File: config.mk
export PLATFORM = sky130hd
export DESIGN_NAME = dtcr_ctrl
export DESIGN_NICKNAME = d
export VERILOG_FILES = /design/src/dtcr_pkg.sv /design/src/dtcr_ctrl.sv
export SDC_FILE = /design/constraint.sdc
export NUM_CORES = 1
export LEC_CHECK = 0
export BUFFER_PORTS_ARGS = -buffer_cell sky130_fd_sc_hd__buf_2
export CORE_AREA = 2 2 39 41
export CTS_CLUSTER_SIZE = 24
export DETAILED_ROUTE_END_ITERATION = 7
export DIE_AREA = 0 0 41 43
export HOLD_SLACK_MARGIN = 0.15
export MAX_ROUTING_LAYER = met4
export PLACE_DENSITY = 0.6
export SYNTH_ARGS = -nofsm -noshare
export SYNTH_HDL_FRONTEND = slang
export SYNTH_SLANG_ARGS = --single-unit
File: constraint.sdc
create_clock -name clk -period 1.35 [get_ports clk]
set_clock_uncertainty 0.1 [all_clocks]
set_input_delay 0.0675 -clock clk [delete_from_list [all_inputs] [get_ports clk]]
set_output_delay 0.0675 -clock clk [all_outputs]
set_load 0.01 [all_outputs]
File: src/dtcr_pkg.sv
package dtcr_pkg;

	localparam int DEF_GRID_WIDTH  = 128;
	localparam int DEF_GRID_HEIGHT = 64;

	localparam int KIND_W  = 3;
	localparam int COORD_W = 12;
	localparam int GLYPH_W = 8;
	localparam int DEPTH_W = 16;
	localparam int COUNT_W = 14;
	localparam int POS_W   = 14;
	localparam int ERR_W   = 16;
	localparam int WORD_W  = GLYPH_W + DEPTH_W;

	localparam int COUNT_MAX = 16383;

	localparam logic [KIND_W-1:0] KIND_CLEAR = 3'd0;
	localparam logic [KIND_W-1:0] KIND_POINT = 3'd1;
	localparam logic [KIND_W-1:0] KIND_LINE  = 3'd2;
	localparam logic [KIND_W-1:0] KIND_RECT  = 3'd3;
	localparam logic [KIND_W-1:0] KIND_READ  = 3'd4;

	localparam logic [GLYPH_W-1:0] BLANK_GLYPH = 8'h20;
	localparam logic [DEPTH_W-1:0] FAR_DEPTH   = 16'hFFFF;

	typedef struct packed {
		logic load;
		logic clr_en;
		logic skip;
		logic issue;
		logic rd_en;
		logic test;
		logic publish;
	} dtcr_cmd_t;

	typedef struct packed {
		logic pend;
		logic fin;
		logic clr_last;
	} dtcr_stat_t;

endpackage

File: src/dtcr_ctrl.sv
module dtcr_ctrl import dtcr_pkg::*; (
	input  logic              clk,
	input  logic              arst_n,
	input  logic              in_valid,
	input  logic [KIND_W-1:0] kind,
	output logic              in_ready,
	output logic              out_valid,
	input  logic              out_ready,
	input  dtcr_stat_t        stat,
	output dtcr_cmd_t         cmd
);

	localparam logic [2:0] S_INIT = 3'd0;
	localparam logic [2:0] S_IDLE = 3'd1;
	localparam logic [2:0] S_CLR  = 3'd2;
	localparam logic [2:0] S_GEN  = 3'd3;
	localparam logic [2:0] S_ADDR = 3'd4;
	localparam logic [2:0] S_READ = 3'd5;
	localparam logic [2:0] S_TEST = 3'd6;
	localparam logic [2:0] S_FIN  = 3'd7;

	logic [2:0] state_q;
	logic [2:0] state_nxt;
	logic       out_valid_q;

	assign in_ready  = (state_q == S_IDLE);
	assign out_valid = out_valid_q;

	always_comb begin
		cmd       = '0;
		state_nxt = state_q;
		unique case (state_q)
			S_INIT: begin
				cmd.clr_en = 1'b1;
				if (stat.clr_last) begin
					state_nxt = S_IDLE;
				end
			end
			S_IDLE: begin
				if (in_valid) begin
					cmd.load  = 1'b1;
					state_nxt = (kind == KIND_CLEAR) ? S_CLR : S_GEN;
				end
			end
			S_CLR: begin
				cmd.clr_en = 1'b1;
				if (stat.clr_last) begin
					state_nxt = S_FIN;
				end
			end
			S_GEN: begin
				priority if (stat.pend) begin
					state_nxt = S_ADDR;
				end else if (stat.fin) begin
					state_nxt = S_FIN;
				end else begin
					cmd.skip = 1'b1;
				end
			end
			S_ADDR: begin
				cmd.issue = 1'b1;
				state_nxt = S_READ;
			end
			S_READ: begin
				cmd.rd_en = 1'b1;
				state_nxt = S_TEST;
			end
			S_TEST: begin
				cmd.test = 1'b1;
				priority if (stat.pend) begin
					state_nxt = S_ADDR;
				end else if (stat.fin) begin
					state_nxt = S_FIN;
				end else begin
					state_nxt = S_GEN;
				end
			end
			S_FIN: begin
				if (!out_valid_q || out_ready) begin
					cmd.publish = 1'b1;
					state_nxt   = S_IDLE;
				end
			end
		endcase
	end

	always_ff @(posedge clk or negedge arst_n) begin
		if (!arst_n) begin
			state_q     <= S_INIT;
			out_valid_q <= 1'b0;
		end else begin
			state_q <= state_nxt;
			if (cmd.publish) begin
				out_valid_q <= 1'b1;
			end else if (out_ready) begin
				out_valid_q <= 1'b0;
			end
		end
	end

	a_issue_read: assert property (@(posedge clk) disable iff (!arst_n)
		cmd.issue |=> cmd.rd_en)
		else $error("address issue not followed by memory read");

	a_read_test: assert property (@(posedge clk) disable iff (!arst_n)
		cmd.rd_en |=> cmd.test)
		else $error("memory read not followed by depth test");

	a_clear_sweep: assert property (@(posedge clk) disable iff (!arst_n)
		(in_valid && in_ready && kind == KIND_CLEAR) |=> cmd.clr_en)
		else $error("clear beat did not start the sweep");

	a_publish_valid: assert property (@(posedge clk) disable iff (!arst_n)
		cmd.publish |=> out_valid_q)
		else $error("published result not presented");

endmodule

* Word level (Yosys, flattened, before mapping)
Index checks and enable logic that the tools add are counted.
** Word-level totals
- RAM bits :: 0
- Word-level logic and storage cells :: 44
- Register bits :: 4
- Latch bits :: 0
- Memories :: 0
- Memory bits (read-only) :: 0
- Input port bits :: 10
- Output and inout bits :: 9
** Cells by class
- Divide/modulo/power cells :: 0
- Muxes and demuxes :: 23
- Reductions and logical operators :: 7
- Bitwise logic cells :: 0
- Eq/ne operators :: 12
- Magnitude comparators :: 0
- $mul :: 0
- Add/sub/neg operators :: 0
- Shift operators :: 0
** Operator list (count)
- 3-bit 2-to-1 mux :: 8
- 3-bit one-hot mux with 8 select lines :: 1
- 1-bit 2-to-1 mux :: 14
- 3-bit equality test, second input constant :: 4
- 2-bit inequality test, second input constant :: 4
- 3-bit by 2-bit equality test with 1-bit output, second input constant :: 2
- 3-bit zero test :: 2
- 5-bit AND reduction :: 1
- 3-bit by 1-bit equality test with 1-bit output, second input constant :: 1
- 3-bit inequality test, second input constant :: 1
- 2-bit nonzero test :: 1
- 2-bit OR reduction :: 1
- 1-bit zero test :: 1
- 1-bit logical OR :: 1

* Depth between registers and ports, before layout
- Depth after elaboration :: 5
- Depth in mapped cells :: 5
- Gate-level depth less buffers :: 4

* Least setup slack after synthesis
OpenSTA, ideal clock, no wires.
- Path kind :: flip-flop to output port
- From :: register state_q[2]
- To :: output port cmd[4] in the netlist's numbering
- Path buffers :: 2
- Stages on the path, launching flop included :: 4
- Arrival time :: 1.099 ns
- Data required time :: 1.183 ns
- Path slack :: 0.084 ns
- Cell sequence :: dfrtp_1 > clkbuf_2 > buf_2 > nor4_1
** RTL lines
- start: declaration :: line dtcr_ctrl.sv:22 : logic [2:0] state_q;
- start signal: assignment :: line dtcr_ctrl.sv:92 : state_q <= state_nxt;
- end: declaration :: line dtcr_ctrl.sv:10 : output dtcr_cmd_t cmd

==> results.py <==
metrics = {
    "logic_synthesis": {
        "synth_top_family_by_area": "simple AND/OR/NAND/NOR gates",
        "synth_mux_area_frac": 0,
        "syn_area_um2": 332.8,
        "post-synth-top-count-cell": "nor2_1",
        "syn-num-nets": 57,
        "synth_commonest_cells": "nor2_1, a21oi_1, dfrtp_1",
        "synth-async-reset-ratio": 1.000,
        "yosysTopAreaCell": "dfrtp_1",
        "syn_avg_cell_area_um2": 7.081,
        "yosysTopAreaCellShare": 0.3008,
        "synth_area_leaders": "dfrtp_1, nor2_1, a21oi_1, a31oi_1, buf_2",
        "ys_warn_count": 0,
        "synth_edf_count": 0,
        "synthAdderAreaFrac": 0,
        "synthXorXnorAreaFrac": 0,
        "synthFlopType": "dfrtp_1",
        "seq_area_frac_synth": 0.3008,
        "yosys.area_share.simple": 0.3195,
        "yosys_register_bits": 4,
        "synth_cells": 47,
        "ys_types": 22,
        "synth_compound_area_frac": 0.2857,
    },
    "critical_path": {
        "cp-start-kind": "register",
        "worstPathMaxFanout": 4,
        "critPathKind": "register to output port",
        "slowest_delay_ns": 0.41,
        "slowest_stage": "dfrtp_2",
        "crit_arrival_ns": 1.18,
        "worstPathRequired_ns": 1.18,
        "path_cells": "buf_6 -> nor4_4 -> buf_2",
        "worstSetupEndpointType": "output port",
        "rrSetupSlack_ns": 0.01,
    },
    "clock_network": {
        "clockBufferDepth": 2,
        "htree_levels": 1,
        "cts.sinks": 4,
        "clkLatencyLatePin_ns": 0.23,
        "cts_tree": "done",
        "cts-root-buf": "clkbuf_4",
        "cts_buffers": 3,
        "cts.clk_slew.worst_paths_ns": 0.04,
    },
    "placement": {
        "finalWeightedCongestion": 0.8127,
        "numPortBuffers": 18,
        "place_hpwl_um": 691.9,
        "placed_cell_area_um2": 460.4,
        "place_ws_ns": 0.06992,
        "dpl.cell_count": 82,
    },
    "sta": {
        "maxSlewViolCount": 0,
        "period_minus_slack_ns": 1.351,
        "setup_slack_ns": -0.0007929,
        "clock.fmax_mhz": 740.3,
        "hold_violations": 0,
        "slew_headroom": 0.8146,
        "grt_setup_unrepaired": "yes",
        "post-route-period-util": 1.001,
        "setup_violations": 1,
        "worst_pin_slew_ns": 0.2772,
    },
    "flow_run": {
        "maxCapViolations": 0,
    },
    "floorplan": {
        "core_area_mm2": 0.001384,
        "initial_core_util": 0.2405,
        "die_x_um": 41,
        "dieArea_mm2": 0.001763,
        "placementRows": 14,
        "io_pins": 19,
        "die_h_um": 43,
    },
    "route": {
        "wl_um": 1100,
        "ant_nets": 0,
        "via_count": 475,
        "vias_per_cell": 5.053,
        "wl_per_cell_um": 11.70,
        "drt_pre_antenna_iters": 4,
        "drc": 0,
        "first_iter_violations": 11,
    },
    "global_routing": {
        "grt_overflow": 0,
        "globalRouteTotalUtil": 0.1251,
        "grt_pass1_wl_um": 1504,
        "grt_start_max_net_pins": 10,
        "antenna_found_initial": 0,
        "grt_pass1_vias": 377,
    },
    "status": {
        "outcome": "complete, but fails checks",
        "violations": "setup timing",
    },
    "cells_and_area": {
        "fin_nets": 90,
        "design_area_um2": 614.3,
        "antenna_cells": 0,
        "area_growth_pct": 84.59,
        "post_route_cells_drive_above_1_share": 0.5385,
        "layoutNonFillerInstCount": 94,
        "final_util": 0.4439,
    },
    "power": {
        "p_leak_nw": 0.3004,
        "pwr_density_cell_mw_per_mm2": 2273,
        "peakVddDrop_uv": 808.4,
    },
    "worst_hold_path": {
        "hold_class": "primary input to register",
    },
}
-- through the flow --
step	hold WS, ns	setup TNS (ns)	total power [mW]
2_1_floorplan	-0.3281	0	0.7095
3_3_place_gp	-0.2225	0	0.9374
3_5_place_dp	-0.2223	0	0.9431
4_1_cts	0.1672	-0.04612	1.234
5_1_grt	0.1994	-0.1470	1.507
6_report	0.1821	-0.0007929	1.396
-- critical path, delay by kind of cell (launching register included) --
kind | cells | cell delay, ns
buf+inv | 2 | 0.29
flops | 1 | 0.41
simple gates | 1 | 0.24
-- state kept, by name, indices dropped and copies added, names as in the netlist --
signal	flops
state_q	3
out_valid	1
-- per-layer routing --
metal,GRT usage,up-vias,wire length [µm],share of wire
met5,-,-,0,0
met4,0.06000,0,0,0
met3,0.01571,0,89,0.081
met2,0.1688,27,563,0.51
met1,0.1797,216,447,0.41
li1,-,232,-,-
-- report_power, final --
group / switching [mW] / internal (mW) / total [mW]
sequential: 0.0698 / 0.190 / 0.260
clock: 0.0442 / 0.0991 / 0.143
combinational: 0.505 / 0.489 / 0.993
-- final timing paths --
kind	start	endpoint	cells past startpoint
max	state_q[2]$_DFFE_PN0P_	cmd[4]	3
min	out_ready	out_valid$_DFFE_PN0P_	4
max reg2reg	state_q[2]$_DFFE_PN0P_	state_q[1]$_DFFE_PN0P_	5
min reg2reg	state_q[1]$_DFFE_PN0P_	state_q[1]$_DFFE_PN0P_	3
max in group asynchronous	arst_n	state_q[0]$_DFFE_PN0P_	3
min in group asynchronous	arst_n	state_q[2]$_DFFE_PN0P_	3
-- cells by family (layout without fill, tap and decap cells) --
kind of cell	after synthesis	in the layout
buffers and inverters	7	38
flip-flops	4	4
AND/OR/NAND/NOR	22	22
AO/OA/AOI/OAI	14	14
-- cell usage in the layout (no fill, tap or decap), types with 2 or more instances in the layout --
cell type,netlist,layout
dfrtp_2,0,3
a21oi_1,4,4
buf_6,0,4
dlygate4sd3_1,0,3
nor2_4,1,2
buf_4,0,6
nor2_1,11,9
a31oi_1,3,3
inv_1,3,3
buf_2,3,19
clkbuf_4,0,3
-- what timing repair did --
item,4_1_cts,5_1_grt
buffers inserted,4,1
resized for setup,5,10
endpoints found under the hold margin,5,0
gates cloned,0,1
hold buffers,3,0
endpoints found under the setup margin,5,7
-- cell type report --
| class | count | area (µm²) |
|---|---|---|
| flip-flops and latches | 4 | 103.9 |
| clock buffers | 3 | 22.52 |
| repair buffers | 32 | 215.2 |
| multi-input cells | 36 | 241.5 |
| fillers | 144 | 769.5 |
| well taps | 16 | 20.02 |
| inverters | 3 | 11.26 |
Note: power is estimated with default switching activity, not from simulation.
